==> src/rtl/bti_pkg.sv <==
// ----------------------------------------------------------------------------
// bti_pkg: shared types and constants for the byte trie
// Request codes, field widths, default sizes and the command and status
// bundles between controller and datapath.
// ----------------------------------------------------------------------------
package bti_pkg;

   localparam int MAX_NODES_DEF = 256;
   localparam int SYMBOLS_DEF   = 256;

   localparam int REQ_TYPE_W   = 2;
   localparam int SYMBOL_W     = 8;
   localparam int NODES_USED_W = 9;

   typedef enum logic [REQ_TYPE_W-1:0] {
      REQ_INSERT = 2'd0,
      REQ_LOOKUP = 2'd1,
      REQ_CLEAR  = 2'd2,
      REQ_NONE   = 2'd3
   } req_kind_type;

   typedef struct packed {
      logic load_req;     // capture request, read child entry
      logic commit;       // apply read result, write child, update walk
      logic sweep;        // write one zero entry of the clearing pass
      logic sweep_start;  // restart clearing pass and walk state
   } cmd_type;

   typedef struct packed {
      logic sweep_last;   // clearing pass stands on its last entry
      logic can_commit;   // result register can take what commit produces
   } status_type;

endpackage

==> src/rtl/bti_ctrl.sv <==
// ----------------------------------------------------------------------------
// bti_ctrl: controller of the byte trie
// Sequences the clearing pass, request acceptance and the commit step.
// ----------------------------------------------------------------------------
module bti_ctrl (
   input  logic                  clock,
   input  logic                  reset,
   input  logic                  req_valid,
   input  bti_pkg::req_kind_type req_kind,
   output logic                  req_ready,
   input  bti_pkg::status_type   status,
   output bti_pkg::cmd_type      cmd
);

   typedef enum logic [2:0] {
      ST_CLEAR  = 3'b001,
      ST_IDLE   = 3'b010,
      ST_DECIDE = 3'b100
   } state_type;

   state_type state_ff;
   state_type state_in;

   always_comb begin
      state_in  = state_ff;
      cmd       = '0;
      req_ready = 1'b0;
      unique case (state_ff)
         ST_CLEAR: begin
            cmd.sweep = 1'b1;
            if (status.sweep_last) begin
               state_in = ST_IDLE;
            end
         end
         ST_IDLE: begin
            req_ready = 1'b1;
            if (req_valid) begin
               unique case (req_kind)
                  bti_pkg::REQ_INSERT,
                  bti_pkg::REQ_LOOKUP: begin
                     cmd.load_req = 1'b1;
                     state_in     = ST_DECIDE;
                  end
                  bti_pkg::REQ_CLEAR: begin
                     cmd.sweep_start = 1'b1;
                     state_in        = ST_CLEAR;
                  end
                  bti_pkg::REQ_NONE: begin
                     state_in = ST_IDLE;
                  end
               endcase
            end
         end
         ST_DECIDE: begin
            // hold until the result register has room
            if (status.can_commit) begin
               cmd.commit = 1'b1;
               state_in   = ST_IDLE;
            end
         end
         default: begin
            state_in = ST_CLEAR;
         end
      endcase
   end

   always_ff @(posedge clock) begin
      if (reset) begin
         state_ff <= ST_CLEAR;
      end else begin
         state_ff <= state_in;
      end
   end

endmodule

==> config.mk <==
export PLATFORM = sky130hd
export DESIGN_NAME = bti_ctrl
export DESIGN_NICKNAME = d
export VERILOG_FILES = /design/src/rtl/bti_pkg.sv /design/src/rtl/bti_ctrl.sv
export SDC_FILE = /design/constraint.sdc
export NUM_CORES = 1
export LEC_CHECK = 0
export BUFFER_PORTS_ARGS = -buffer_cell sky130_fd_sc_hd__buf_4
export CAP_MARGIN = 20
export CORE_AREA = 2 2 39 41
export DETAILED_ROUTE_END_ITERATION = 16
export DIE_AREA = 0 0 41 43
export GPL_ROUTABILITY_DRIVEN = 0
export PLACE_DENSITY = 0.45
export RECOVER_POWER = 25
export SLEW_MARGIN = 20
export SYNTH_ARGS = -nofsm -noshare
export SYNTH_HDL_FRONTEND = slang
export SYNTH_SLANG_ARGS = --single-unit
==> constraint.sdc <==
create_clock -name clock -period 1.7 [get_ports clock]
set_input_delay 0.17 -clock clock [delete_from_list [all_inputs] [get_ports clock]]
set_output_delay 0.17 -clock clock [all_outputs]
set_load 0.01 [all_outputs]
==> results.md <==
* Post-CTS setup buffers at 0
* Largest net degree at the start of global routing at 8
* Synthesized flop and latch total at 3
* CTS tree: done
* Cell accounting for the most synthesized area: dfxtp_1
* Pwr/cell area at 778 mW/mm^2
* Gr usage total at 6.82%
* Startpoint Class: flop
* Worst-path clk slew at 0.04 ns
* Largest registers: state_ff x3
* Detailed Routing Iterations Pass 1 at 1
* Port-buffer cells at 11
* Post-DRT Antenna Nets at 0
* Crit path capture type: output port
* RSZ-0062 raised after global routing: no
* Die H at 43 um
* Top post-synthesis cells by area: dfxtp_1 28%, a211oi_2 12%, nand3b_1 7.1%, nor3b_1 7.1%, and4bb_2 5.9%
* Max reg flops at 3
* Dpl hpwl at 418 um
* Final clock skew at 0.00171 ns
* CTS Sinks at 3
* Syn Inst Count at 23
* Final Max Tran Viols at 0
* CTS Buf Count at 3
* Reg2Reg Depth at 5
* CP Data Arrival Time at 1.44 ns
* Starting DRT DRC Count at 0
* Wire length on met2 at 183 um
* Final non-filler cell total at 54
* Fillers at 152
* WHS Path Cells at 2
* Routed length on met3 at 57 um
* Vias in the first global route at 197
* Full die area at 0.00176 sq mm
* Leakage power at 0.000145 uW
* WS Path Type: flop to output port
* Peak supply drop at 334 uV
* Worst-Margin Slew at 0.467 ns
* Register area at 60.1 sq um
* Nets at 46
* Max-cap viol count at 0
* Final setup TNS at 0 ns
* WL met1 at 279 um
* Via-to-Cell Ratio at 4.11
* Cell count after placement at 50
* Final Power at 265 uW
* CP Max Fanout at 7
* Post_cts resized at 0
* Final setup margin at 0.0930 ns
* Final Hold Vio Count at 0
* Highest routed layer: met3
* Post-synth cell types at 17
* WHS at 0.119 ns
* Place WS at 0.340 ns
* Worst skew pair latency at 0.23 ns
* Flop-to-flop setup slack at 0.46 ns
* # diodes at 0
* Clk buf depth at 2
* Period utilization at 94.5%
* Residual DRC at 0
* Synthesized cell area at 211 sq um
* Relative slew slack at 68.8%
* Launching point of the worst reg2reg path: state_ff[1]
* Die width at 41 um
* Area of the multi-input gates at 139 sq um
* Worst Setup SP: state_ff[1]
* IO Pins at 12
* Seq/Total Area, Yosys at 28.4%
* Total routed wirelength at 520 um
* Most common cell after layout, fill and taps aside: buf_4
* Congestion Overflow GR at 0
* Hold Crit Class: input pin to flop
* Layout area overhead at 60.9%
* Status: completed
* Hold_buf cts at 0
* Detailed-route via count at 222
* Syn Nets at 30
* H-tree Lvls at 1
* Routed wire per std cell at 9.63 um
* Hold Path End: state_ff[1]
* Root buffer cell: clkbuf_4
* Avg Synthesized Cell Area at 9.19 sq um
* Starting Density at 15.3%
* Required @ worst endpoint at 1.53 ns
* Most frequent cells in the layout: 11 x buf_4, 3 x clkbuf_4, 3 x dfxtp_1
* Fmax at 622 MHz
* Critical R2R Capture: state_ff[1]
* Core area at 0.00138 sq mm
* Worst Hold Launch: reset
* Share of layout cells above drive strength 1 at 55.3%
* Rows at 14
* Initial antenna violation count at 0
* Post-synth top area share at 28.4%
* Min Clock Period, post-route at 1.61 ns
* Final Setup Violations at 0
* Biggest register: state_ff
* First-pass GRT wire length at 807 um
* Syn. warnings at 0
[critical path: stages, from the launching register on]
cell and delay (ns):
dfxtp_1 0.44, inv_2 0.06, or3_4 0.35, nor3b_1 0.21, buf_4 0.15
[logic make-up (layout without fill, tap and decap cells)]
kind of cell / count (synthesis) / in the layout / share of synthesized area, %
compound gates: 7 / 7 / 29.6
buf+inv: 3 / 18 / 5.91
flops: 3 / 3 / 28.4
simple gates: 10 / 10 / 36.1
[routing by layer]
metal / vias to the layer above / track usage (%)
li1: 119 / -
met1: 92 / 10.9
met2: 11 / 7.81
met3: 0 / 1.57
met4: 0 / 4.00
met5: - / 0
[layout make-up]
type / instances / share of cell area, %
flip-flops and latches: 3 / 17.6
well taps: 16 / 5.88
inverters: 3 / 3.68
repair buffers: 11 / 24.3
clock buffers: 4 / 7.72
multi-input cells: 17 / 40.8
[power breakdown]
part | internal [uW] | switching, uW | total [uW]
Sequential | 76.4 | 9.67 | 86.0
Combinational | 33.5 | 24.4 | 57.9
Clock | 87.7 | 33.1 | 121
Total | 198 | 67.2 | 265
[metrics by stage]
stage	area, sq um	util, %
6_report	340	24.6
5_1_grt	340	24.6
4_1_cts	340	24.6
3_5_place_dp	314	22.7
3_3_place_gp	314	22.7
2_1_floorplan	211	-
[worst max path at each step]
stage	slack, ns	to
finish	0.09	cmd[3]
global route	0.02	cmd[3]
CTS	0.08	cmd[3]
detailed placement	0.34	cmd[3]
global placement	0.36	cmd[3]
floorplan	0.42	cmd[3]
[synth_stat cells]
library cell	n
dfxtp_1	3
a21bo_2	1
nor3_1	1
and4bb_2	1
a31oi_1	1
clkinv_2	1
a211oi_2	2
inv_1	1
a211o_1	1
nand3b_1	2
o21a_1	1
nor3b_1	2
inv_2	1
a21oi_1	1
nor4bb_1	1
nor2_1	2
or3_4	1
Power figures use the tool's default switching activity.
